`config.mk`:
```
export PLATFORM = sky130hd
export DESIGN_NAME = scl_front
export DESIGN_NICKNAME = d
export VERILOG_FILES = /design/src/design/scl_pkg.sv /design/src/design/scl_front.sv
export SDC_FILE = /design/constraint.sdc
export NUM_CORES = 1
export LEC_CHECK = 0
export BUFFER_PORTS_ARGS = -buffer_cell sky130_fd_sc_hd__buf_2
export CAP_MARGIN = 20
export CORE_UTILIZATION = 35
export CTS_BUF_LIST = sky130_fd_sc_hd__clkbuf_4 sky130_fd_sc_hd__clkbuf_8
export CTS_CLUSTER_SIZE = 10
export DETAILED_ROUTE_END_ITERATION = 10
export GPL_ROUTABILITY_DRIVEN = 0
export SLEW_MARGIN = 20
export SYNTH_ARGS = -nofsm -noshare
export SYNTH_HDL_FRONTEND = slang
export SYNTH_SLANG_ARGS = --single-unit
```
`constraint.sdc`:
```
create_clock -name aclk -period 2.6 [get_ports aclk]
set_input_delay 0.39 -clock aclk [delete_from_list [all_inputs] [get_ports aclk]]
set_output_delay 0.39 -clock aclk [all_outputs]
set_load 0.05 [all_outputs]
```
`src/design/scl_pkg.sv`:
```
`default_nettype none
package scl_pkg;
    localparam int MAX_N  = 64;
    localparam int IDX_W  = $clog2(MAX_N);
    localparam int SIZE_W = IDX_W + 1;
    localparam int DEPTH  = MAX_N * MAX_N;
    localparam int ADDR_W = 2 * IDX_W;
    localparam int DATA_W = 32;

    localparam int QUEUE_DEPTH = 4;
    localparam int QPTR_W      = $clog2(QUEUE_DEPTH);

    localparam logic [1:0] OP_WRITE = 2'd0;
    localparam logic [1:0] OP_READ  = 2'd1;
    localparam logic [1:0] OP_CLOSE = 2'd2;
    localparam logic [1:0] OP_NONE  = 2'd3;

    localparam logic [1:0] CFG_SIZE = 2'd0;
    localparam logic [1:0] CFG_MODE = 2'd1;

    localparam logic [1:0] MODE_MIN_PLUS  = 2'd0;
    localparam logic [1:0] MODE_MAX_PLUS  = 2'd1;
    localparam logic [1:0] MODE_MAX_TIMES = 2'd2;
    localparam logic [1:0] MODE_MIN_TIMES = 2'd3;

    typedef struct packed {
        logic [1:0]        op;
        logic [IDX_W-1:0]  row;
        logic [IDX_W-1:0]  col;
        logic [DATA_W-1:0] value;
        logic              err;
    } cmd_t;

    typedef struct packed {
        logic [SIZE_W-1:0] n_live;
        logic [1:0]        mode;
    } cfg_t;
endpackage
`default_nettype wire

```
`src/design/scl_front.sv`:
```
`default_nettype none
module scl_front (
    input  wire logic                 aclk,
    input  wire logic                 aresetn,
    input  wire logic                 s_valid,
    output logic                      s_ready,
    input  wire logic [1:0]           s_operation,
    input  wire logic [5:0]           s_row,
    input  wire logic [5:0]           s_col,
    input  wire logic signed [31:0]   s_value,
    input  wire scl_pkg::cfg_t        cfg,
    output scl_pkg::cmd_t             cmd,
    output logic                      cmd_valid,
    input  wire logic                 cmd_pop
);
    import scl_pkg::*;

    cmd_t              q_reg [QUEUE_DEPTH];
    logic [QPTR_W-1:0] wptr_reg, wptr_next;
    logic [QPTR_W-1:0] rptr_reg, rptr_next;
    logic [QPTR_W:0]   cnt_reg, cnt_next;
    logic              push;
    logic              in_range;
    cmd_t              entry;

    // classify the item: flag out-of-range writes and reads
    always_comb begin
        in_range    = ({1'b0, s_row} < cfg.n_live) && ({1'b0, s_col} < cfg.n_live);
        entry.op    = s_operation;
        entry.row   = s_row;
        entry.col   = s_col;
        entry.value = s_value;
        entry.err   = ((s_operation == OP_WRITE) || (s_operation == OP_READ)) && !in_range;
    end

    assign s_ready   = (cnt_reg != (QPTR_W+1)'(QUEUE_DEPTH));
    assign push      = s_valid && s_ready;
    assign cmd_valid = (cnt_reg != '0);
    assign cmd       = q_reg[rptr_reg];

    // advance queue pointers
    always_comb begin
        wptr_next = push ? wptr_reg + QPTR_W'(1) : wptr_reg;
        rptr_next = cmd_pop ? rptr_reg + QPTR_W'(1) : rptr_reg;
        cnt_next  = cnt_reg + (QPTR_W+1)'(push) - (QPTR_W+1)'(cmd_pop);
    end

    always_ff @(posedge aclk) begin
        if (!aresetn) begin
            wptr_reg <= '0;
            rptr_reg <= '0;
            cnt_reg  <= '0;
        end else begin
            wptr_reg <= wptr_next;
            rptr_reg <= rptr_next;
            cnt_reg  <= cnt_next;
        end
    end

    // store the classified item
    always_ff @(posedge aclk) begin
        if (push) begin
            q_reg[wptr_reg] <= entry;
        end
    end
endmodule
`default_nettype wire

```
Yosys cells after proc, flatten, opt, wreduce, memory -nomap -nowiden

Memories as Yosys holds them, arrays and structs flattened. A register that Yosys moved wholly into a read port is not among the register bits.
Index checks and enable logic that the tools add are counted.

Add/sub/neg operators: 4
Multiplexer cells: 4
Equality and inequality tests: 2
Order comparisons: 2
Reductions and logical operators: 7

Operators with widths:

| cell                                           | number |
|---|---|
| less-than comparator 6 x 7 -> 1 bit            | 2 |
| adder 2 x 1 -> 2 bit (second input constant)   | 2 |
| two-way mux 2 bit                              | 2 |
| adder 3 x 1 -> 3 bit                           | 1 |
| logical AND 1 bit                              | 3 |
| != test 3 bit (second input constant)          | 1 |
| nonzero test 3 bit                             | 1 |
| subtractor 3 x 1 -> 3 bit                      | 1 |
| == test 2 x 1 -> 1 bit (second input constant) | 1 |
| zero test 2 bit                                | 1 |
| two-way mux 1 bit                              | 2 |
| zero test 1 bit                                | 1 |
| logical OR 1 bit                               | 1 |

Input port bits: 59
Bits in writable memories: 188
Register bits: 7
Memories: 1

Memories:

| name  | words | bits a word | rd ports | clocked after Yosys merged registers in | write ports | RTL line        | RTL |
|---|---|---|---|---|---|---|---|
| q_reg | 4     | 47          | 1        | 1                                       | 1           | scl_front.sv:18 | `cmd_t q_reg [QUEUE_DEPTH];` |

Depth between registers and ports, before layout

Gate-level depths: netlist of the first run.

Depth after elaboration: 4
Depth in mapped cells: 9
Depth with buffers taken out: 9

Worst setup path after synthesis of the first run

No wires, ideal clock.

Path kind: reg-to-reg
Start: register cnt_reg[2]
End: memory q_reg[1][0] (netlist name) (enable)
Cell stages (with the launch flop): 3
Path buffers: 0
Path slack: 0.322 ns
Clock period less this slack: 2.278 ns
Arrival time: 1.869 ns
Data required time: 2.190 ns
Cell sequence: dfxtp_1 -> or3b_4 -> and3_1

Cells in the longest elaborated chain, start to end: 4

RTL lines:

| what                                    | RTL line        | RTL |
|---|---|---|
| start: declaration                      | scl_front.sv:21 | `logic [QPTR_W:0] cnt_reg, cnt_next;` |
| start signal: assignment                | scl_front.sv:56 | `cnt_reg <= cnt_next;` |
| != test 3 bit                           | scl_front.sv:36 | `assign s_ready = (cnt_reg != (QPTR_W+1)'(QUEUE_DEPTH));` |
| via s_ready                             | scl_front.sv:6  | `output logic s_ready,` |
| logical AND 1 bit                       | scl_front.sv:37 | `assign push = s_valid && s_ready;` |
| two-way mux 1 bit                       | scl_front.sv:62 | `if (push) begin` |
| two-way mux 1 bit (implied by the code) | scl_front.sv:63 | `q_reg[wptr_reg] <= entry;` |
| end: declaration                        | scl_front.sv:18 |  |

The timed path passes the listed nets, and every way through them passes these cells.

==> flow_summary.yaml, run 1 <==
run_status:
  run_status: "complete, no violations"
cells_and_area:
  seqCellArea_um2: 5830
  syn_to_final_growth_pct: 18.8
  nFillCells: 1883
  final_common_cell: "edfxtp_1"
  multi_input_area_um2: 1540
  largest_reg_flops: 188
  final_cell_mix: "edfxtp_1 (188), buf_2 (105), mux4_2 (47)"
  drive_above_1_share_pct: 45.2
  layout.nets: 532
global_route:
  grt_pass1_vias: 3746
  grt_max_degree: 26
  grt_pass1_wl_mm: 21.4
  antenna_found_initial: 1
  grt_usage_pct: 13.6
  grt-ovfl-total: 0
timing:
  setup_viol: 0
  hold_viol_final: 0
  fin_tns_setup_ns: 0
  max_freq_mhz: 431
  rsz0062_at_grt: "false"
  final_max_slew_viol_count: 0
  maxSlewHeadroom_pct: 64.0
  layout_min_cycle_time_ns: 2.32
  finalClockSkew_ns: 0.00927
  tightest_slew_ns: 0.538
  post-route-period-util_pct: 89.2
detailed_routing:
  routed_wl_mm: 14.0
  dr.pass1.iters: 6
  vias: 3542
  drcViolationCount: 0
  ant_nets: 0
  vias_per_cell: 4.75
  drt_iter0_markers: 95
  wl_per_cell_um: 18.8
pwr:
  p_seq_share_pct: 52.4
  intPower_w: 0.00516
  ir_drop_uv: 420
  leakagePower_nw: 3.06
  p_sw_w: 0.00233
  p_clk_share_pct: 23.9
  switching_share_pct: 31.1
  power.density_nw_per_um2: 844
  power_w: 0.00749
  p_comb_share_pct: 23.7
setup_path:
  cp-start-kind: "register"
  cp_max_fo: 7
  r2r-end: "cnt_reg[2]$_SDFF_PN0_"
  r2r_setup_slack_ns: 0.48
  crit_path_end_kind: "output pin"
  crit_type: "reg2out"
  rr_worst_depth: 9
  cp.required_ns: 2.21
  cp-endpoint: "cmd[40]"
  arrival_ns: 1.93
  r2r-start: "cnt_reg[2]$_SDFF_PN0_"
min_path:
  hp-class: "in2reg"
  worstHoldStart: "s_value[4]"
synthesis:
  synth_seq_area_share_pct: 78.0
  ys_seq_elements: 197
  synth_cells: 322
  synth-compound-area-share_pct: 0.938
  synth_top_family_by_area: "multiplexers"
  synthMuxAreaShare_pct: 14.2
  yosys_warnings: 0
  synth-adder-area-share_pct: 2.95
  synth-simple-area-share_pct: 1.93
  async_flop_share_pct: 0
  syn_avg_cell_area_um2: 23.2
  syn-num-nets: 398
  syn-cell-area_um2: 7470
  synth.distinct_cells: 31
  synth_edf_count: 188
  ys.flop_type: "edfxtp_1"
  synth_xor_area_share_pct: 0.586
floorplanning:
  coreArea_um2: 21000
  fp.dieW_um: 148
  die_y_um: 148
  io-pin-count: 108
  start_util_pct: 35.7
  floorplan.rows: 53
  die_area_um2: 21900
cts:
  clk_pin_slew_ns: 0.10
  cts_max_level: 4
  cts_sinks: 197
  post-cts-setup-buffers: 0
  clk_latency_ns: 0.45
  cts_tree: "built"
  cts.path.max_buffers: 2
  cts-resized-gates: 0
  cts_hold_buf: 0
  cts_buffers: 17
  cts_root_buffer: "clkbuf_8"
flow_run:
  max_cap_viol_count: 0
place:
  dp_hpwl_mm: 8.65
  portBuffers: 105
[cell families (layout without fill, tap and decap cells)]
family / count (synthesis) / in the layout
flops: 197 / 197
mux: 47 / 47
simple gates: 25 / 25
buf+inv: 21 / 168
fa+ha+maj: 17 / 17
compound gates: 10 / 10
xor+xnor: 5 / 5
other cells: 0 / 1
[cells in the mapped netlist, types with 2 or more instances]
master / number / area [um^2]
mux4_2: 47 / 1060
and2_1: 7 / 43.8
buf_2: 5 / 25.0
a21oi_1: 2 / 10.0
dfxtp_1: 9 / 180
nor2b_1: 2 / 12.5
ha_1: 16 / 200
inv_1: 10 / 37.5
edfxtp_1: 188 / 5650
nand2_1: 7 / 26.3
and3_1: 4 / 25.0
xor2_1: 2 / 17.5
xnor2_1: 3 / 26.3
buf_6: 3 / 33.8
[power groups by stage]
stage	Clock (W)	Sequential [W]	Combinational [W]
3_3_place_gp	0	0.00399	0.00176
5_1_grt	0.00197	0.00395	0.00189
4_1_cts	0.00186	0.00394	0.00178
3_5_place_dp	0	0.00401	0.00178
2_1_floorplan	0	0.00398	0.00129
6_report	0.00179	0.00392	0.00178
[metal layers]
layer	part of all wire [%]	GRT usage [%]	vias up	wire length, um
li1	-	-	1597	-
met1	46	17.6	1855	6420
met2	48	21.5	78	6720
met4	0.95	4.23	0	133
met3	5.4	4.72	12	757
met5	0	0	-	0
[through the flow]
stage / instance area [um^2] / hold WS (ns) / util [%] / cells / setup WS, ns
2_1_floorplan: 7470 / 0.480 / - / 322 / 0.322
3_3_place_gp: 8440 / 0.490 / 40.3 / 705 / 0.509
3_5_place_dp: 8440 / 0.512 / 40.3 / 705 / 0.483
4_1_cts: 8790 / 0.105 / 42.0 / 737 / 0.0289
5_1_grt: 8870 / 0.0989 / 42.3 / 744 / 0.180
6_report: 8870 / 0.148 / 42.4 / 745 / 0.280
[cell type report]
type                    count  share of cell area, %
flip-flops and latches    197                   65.7
multi-input cells         104                   17.4
repair buffers            125                   8.60
well taps                 275                   3.88
clock buffers              18                   2.72
clock inverters            14                   1.24
inverters                  11                  0.465
diodes                      1                 0.0282
[worst max-delay path, stage by stage (launching register included)]
cell and delay (ns):
dfxtp_4 0.41, buf_12 0.13, buf_4 0.18, mux4_2 0.53, buf_2 0.23
[worst min-delay path by stage]
stage                          endpoint  slack (ns)  cells past startpoint
6_report          q_reg[1][5]$_DFFE_PP_        0.15                      1
5_1_grt           q_reg[0][1]$_DFFE_PP_         0.1                      1
4_1_cts           q_reg[1][5]$_DFFE_PP_        0.11                      1
3_5_place_dp   wptr_reg[1]$_SDFFE_PN0P_        0.51                      2
3_3_place_gp   wptr_reg[1]$_SDFFE_PN0P_        0.49                      2
2_1_floorplan  wptr_reg[1]$_SDFFE_PN0P_        0.48                      2
Note: power is estimated with default switching activity, not from simulation.
==> run 2, diff against run 1 <==
Settings changed: CELL_PAD_IN_SITES_DETAIL_PLACEMENT set to 2, CELL_PAD_IN_SITES_GLOBAL_PLACEMENT set to 2, PLACE_DENSITY_LB_ADDON set to 0.1.
==> run 2 against run 1 <==
  * The run now ends with design-rule violations left
  * Register-to-register slack worse by 0.04 ns
  * Wire length grew 8.1%
  * Flip-flop and latch count unchanged
  * Sequential share of layout area is 0.48 points higher
  * Clock power rose by 6%
  * Largest power group unchanged
==> flow_summary.yaml, run 2 (synthesized netlist as in run 1, its figures left out) <==
run_status:
  run_status: "finished, violations left"
  violations: "design-rule violations"
detailed_routing:
  vias: 3563
  drt_iter0_markers: 133
  dr.pass1.iters: 7
  vias_per_cell: 4.85
  ant_nets: 0
  drcViolationCount: 2
  routed_wl_mm: 15.2
  wl_per_cell_um: 20.6
global_route:
  grt_pass1_vias: 4060
  grt-ovfl-total: 0
  grt_pass1_wl_mm: 23.7
  antenna_found_initial: 0
  grt_max_degree: 33
  grt_usage_pct: 15.0
cells_and_area:
  final_common_cell: "edfxtp_1"
  largest_reg_flops: 188
  syn_to_final_growth_pct: 17.9
  diodes: 0
  layout.nets: 524
  postLayoutCoreUtil_pct: 42.0
  nFillCells: 2013
  drive_above_1_share_pct: 44.6
  final_cell_mix: "edfxtp_1 (188), buf_2 (105), mux4_2 (47)"
floorplanning:
  floorplan.rows: 53
  fp.dieW_um: 148
  coreArea_um2: 21000
  die_area_um2: 21900
  die_y_um: 148
  io-pin-count: 108
  start_util_pct: 35.7
timing:
  setup_viol: 0
  hold_viol_final: 0
  layout_min_cycle_time_ns: 2.27
  tightest_slew_ns: 0.581
  finalClockSkew_ns: 0.0185
  fin_tns_setup_ns: 0
  maxSlewHeadroom_pct: 61.3
  max_freq_mhz: 441
  rsz0062_at_grt: "false"
  post-route-period-util_pct: 87.2
  final_max_slew_viol_count: 0
pwr:
  ir_drop_uv: 539
  leakagePower_nw: 3.02
  power.density_nw_per_um2: 858
cts:
  cts_hold_buf: 0
  cts_max_level: 4
  cts.path.max_buffers: 2
  cts_tree: "built"
  clk_latency_ns: 0.46
  cts_root_buffer: "clkbuf_8"
  cts_sinks: 197
  cts_buffers: 17
  clk_pin_slew_ns: 0.11
setup_path:
  arrival_ns: 1.88
  cp-start-kind: "register"
  crit_path_end_kind: "output pin"
  crit_type: "reg2out"
  critical_path.max_stage_delay_ns: 0.55
  cp_max_fo: 7
  slowest_stage: "mux4_2"
  worstPathCellList: "buf_4 > mux4_2 > buf_2"
  cp.required_ns: 2.21
min_path:
  hp-class: "in2reg"
flow_run:
  max_cap_viol_count: 0
place:
  dp_hpwl_mm: 9.84
  portBuffers: 105
## run 2: cell count changes in the layout (fill, tap and decap cells not counted), moves of 2 or more
| cell | previous run | this run |
|---|---|---|
| buf_4 | 13 | 7 |
| clkinv_2 | 4 | 1 |
| clkinv_4 | 1 | 4 |
| inv_8 | 0 | 3 |
| buf_12 | 7 | 5 |
| clkinv_1 | 3 | 1 |
| clkinvlp_4 | 3 | 1 |
## run 2: power by group
part	switching [W]	internal, W
Combinational	0.00120	0.000537
Clock	0.00111	0.000782
Sequential	0.0000899	0.00384
## run 2: worst paths after layout
path	start	endpoint	slack, ns	cells past startpoint
setup / recovery	register	cmd[46]	0.33	3
setup reg to reg	cnt_reg[2]$_SDFF_PN0_	cnt_reg[1]$_SDFF_PN0_	0.44	8
hold reg to reg	wptr_reg[1]$_SDFFE_PN0P_	wptr_reg[1]$_SDFFE_PN0P_	0.52	2
hold / removal	s_value[30]	q_reg[2][31]$_DFFE_PP_	0.13	1
## run 2: metrics by stage
stage / area [um^2] / std cells / setup WS (ns) / hold slack, ns / power, W
2_1_floorplan: 7470 / 322 / 0.322 / 0.480 / 0.00527
3_3_place_gp: 8420 / 702 / 0.498 / 0.504 / 0.00575
3_5_place_dp: 8420 / 702 / 0.437 / 0.522 / 0.00579
4_1_cts: 8810 / 735 / 0.255 / 0.0931 / 0.00770
5_1_grt: 8810 / 735 / 0.216 / 0.0848 / 0.00791
6_report: 8810 / 735 / 0.334 / 0.133 / 0.00756
## run 2: repair_timing
item / in CTS / in global routing
gates resized for setup: 0 / 0
setup buffers: 2 / 0
setup endpoints to repair: 2 / 0
## run 2: area by class of cell
| cell class | count | area, um^2 | area share (%) |
|---|---|---|---|
| Sequential cell | 197 | 5830 | 66.2 |
| Multi-Input combinational cell | 104 | 1540 | 17.5 |
| Timing Repair Buffer | 117 | 678 | 7.70 |
| Tap cell | 275 | 344 | 3.91 |
| Clock buffer | 17 | 234 | 2.66 |
| Clock inverter | 14 | 141 | 1.60 |
| Inverter | 11 | 41.3 | 0.469 |
## run 2: critical path, delay by kind of cell, from the launching register on
kind / cells / cell delay (ns)
muxes: 1 / 0.55
DFF: 1 / 0.42
buffers and inverters: 2 / 0.46
## run 2: per-layer routing
layer / part of all wire [%] / wire length, um / track usage, % / vias to the layer above
met4: 1.5 / 225 / 5.72 / 0
met2: 53 / 8060 / 26.2 / 69
li1: - / - / - / 1583
met5: 0 / 0 / 0 / -
met1: 42 / 6390 / 18.3 / 1896
met3: 3.3 / 507 / 3.16 / 15
==> run 3, diff against run 2 <==
Clock period 2.6 ns to 2.2 ns, I/O delays scaled along.
==> run 3 against run 2 <==
  * Flip-flop and latch count unchanged
  * Global-route usage up 0.079 points
  * Final area is 4.4% higher
  * Cell count up 0.95%
  * Critical endpoint is now cmd[11]
  * Critical path depth up 1
  * Clock-buffer cell count grew 1
  * Combinational power up 36%
  * Sequential power rose by 18%
  * The flow now finishes without violations
  * Clock power rose by 25%
==> flow_summary.yaml, run 3 (synthesized netlist as in run 1, its figures left out) <==
setup_path:
  arrival_ns: 1.86
  crit_path_end_kind: "output pin"
  cp_max_fo: 7
  crit_type: "reg2out"
  cp-start-kind: "register"
  rr_worst_depth: 9
  cp.required_ns: 1.87
cts:
  cts_max_level: 4
  cts_sinks: 197
  clk_latency_ns: 0.45
  cts_root_buffer: "clkbuf_8"
  cts_tree: "built"
  cts_buffers: 17
  clk_pin_slew_ns: 0.10
  cts.path.max_buffers: 2
detailed_routing:
  vias_per_cell: 4.79
  drt_iter0_markers: 158
  ant_nets: 0
  met2_length_mm: 8.28
  dr.pass1.iters: 4
  drcViolationCount: 0
  routed_wl_mm: 15.8
  top_layer: "met5"
  met1Wirelength_mm: 6.73
  wl_per_cell_um: 21.3
  vias: 3551
  wl_met3_um: 610
floorplanning:
  floorplan.rows: 53
  start_util_pct: 35.7
  io-pin-count: 108
  die_y_um: 148
  die_area_um2: 21900
  fp.dieW_um: 148
  coreArea_um2: 21000
place:
  dp_hpwl_mm: 9.85
  placed_area_um2: 8420
  portBuffers: 105
pwr:
  ir_drop_uv: 409
  leakagePower_nw: 3.18
  power.density_nw_per_um2: 1020
cells_and_area:
  final_common_cell: "edfxtp_1"
  drive_above_1_share_pct: 46.0
  finalInstanceArea_um2: 9200
  final_cell_mix: "edfxtp_1 (188), buf_2 (66), mux4_2 (47)"
  largest_reg_flops: 188
  diodes: 0
  nFillCells: 1980
  multi_input_area_um2: 1540
  syn_to_final_growth_pct: 23.1
  layout.nets: 530
  seqCellArea_um2: 5840
timing:
  setup_viol: 0
  rsz0062_at_grt: "true"
  max_freq_mhz: 456
  maxSlewHeadroom_pct: 66.6
  layout_min_cycle_time_ns: 2.19
  holdWs_ns: 0.0886
  final_max_slew_viol_count: 0
  hold_viol_final: 0
  post-route-period-util_pct: 99.7
  tightest_slew_ns: 0.500
  finalClockSkew_ns: 0.0156
global_route:
  grt_pass1_vias: 4059
  grt_pass1_wl_mm: 23.7
  grt-ovfl-total: 0
  antenna_found_initial: 1
  grt_max_degree: 30
  grt_usage_pct: 15.1
min_path:
  hp-class: "in2reg"
  hold_depth: 1
run_status:
  run_status: "complete, no violations"
flow_run:
  max_cap_viol_count: 0
run 3: changes by cell type in the layout (fill, tap and decap cells not counted), moves of 2 or more:
cell | previous run | this run
buf_2 | 105 | 66
buf_6 | 0 | 39
buf_16 | 0 | 3
buf_4 | 7 | 10
dfxtp_1 | 7 | 5
run 3: report_power, final:
group / leakage [nW] / switching [W] / internal [W]
registers: 1.80 / 0.000108 / 0.00454
clock network: 0.206 / 0.00131 / 0.00106
logic: 1.17 / 0.00149 / 0.000872
run 3: routing by layer:
layer / vias to the layer above / GRT usage, %
li1: 1599 / -
met1: 1872 / 18.4
met2: 65 / 26.3
met3: 13 / 4.11
met4: 2 / 4.33
met5: - / 0
run 3: area by class of cell:
type / count / area share [%]
Clock buffer: 18 / 2.62
Clock inverter: 14 / 1.79
Inverter: 11 / 0.449
Multi-Input combinational cell: 104 / 16.8
Sequential cell: 197 / 63.4
Tap cell: 275 / 3.74
Timing Repair Buffer: 123 / 11.2
run 3: path summary, 6_finish.rpt:
| path | start | endpoint | slack [ns] |
|---|---|---|---|
| max | register | cmd[11] | 0.006 |
| min | s_value[8] | q_reg[2][9]$_DFFE_PP_ | 0.09 |
| max reg2reg | cnt_reg[0]$_SDFF_PN0_ | cnt_reg[2]$_SDFF_PN0_ | 0.11 |
| min reg2reg | wptr_reg[1]$_SDFFE_PN0P_ | wptr_reg[1]$_SDFFE_PN0P_ | 0.53 |
run 3: per-stage QoR:
| step | TNS [ns] | power [W] | setup WS [ns] | util [%] | std cells |
|---|---|---|---|---|---|
| floorplan | 0 | 0.00622 | 0.0783 | - | 322 |
| global placement | 0 | 0.00679 | 0.115 | 40.2 | 704 |
| detailed placement | 0 | 0.00685 | 0.0731 | 40.2 | 704 |
| CTS | -0.733 | 0.00948 | -0.0487 | 43.6 | 740 |
| global route | -1.40 | 0.00980 | -0.0809 | 43.9 | 742 |
| finish | 0 | 0.00938 | 0.00606 | 43.9 | 742 |
run 3: worst max-delay path, stage by stage (launching register included):
cell and delay (ns):
dfxtp_4 0.39, buf_12 0.14, clkbuf_16 0.18, mux4_2 0.53, buf_6 0.17
run 3: timing repair:
action                                  CTS  global route
hold buffers                              0             0
endpoints found under the setup margin   34            49
cloned                                    2             1
resized for setup                        72            13
setup buffers                             2             1
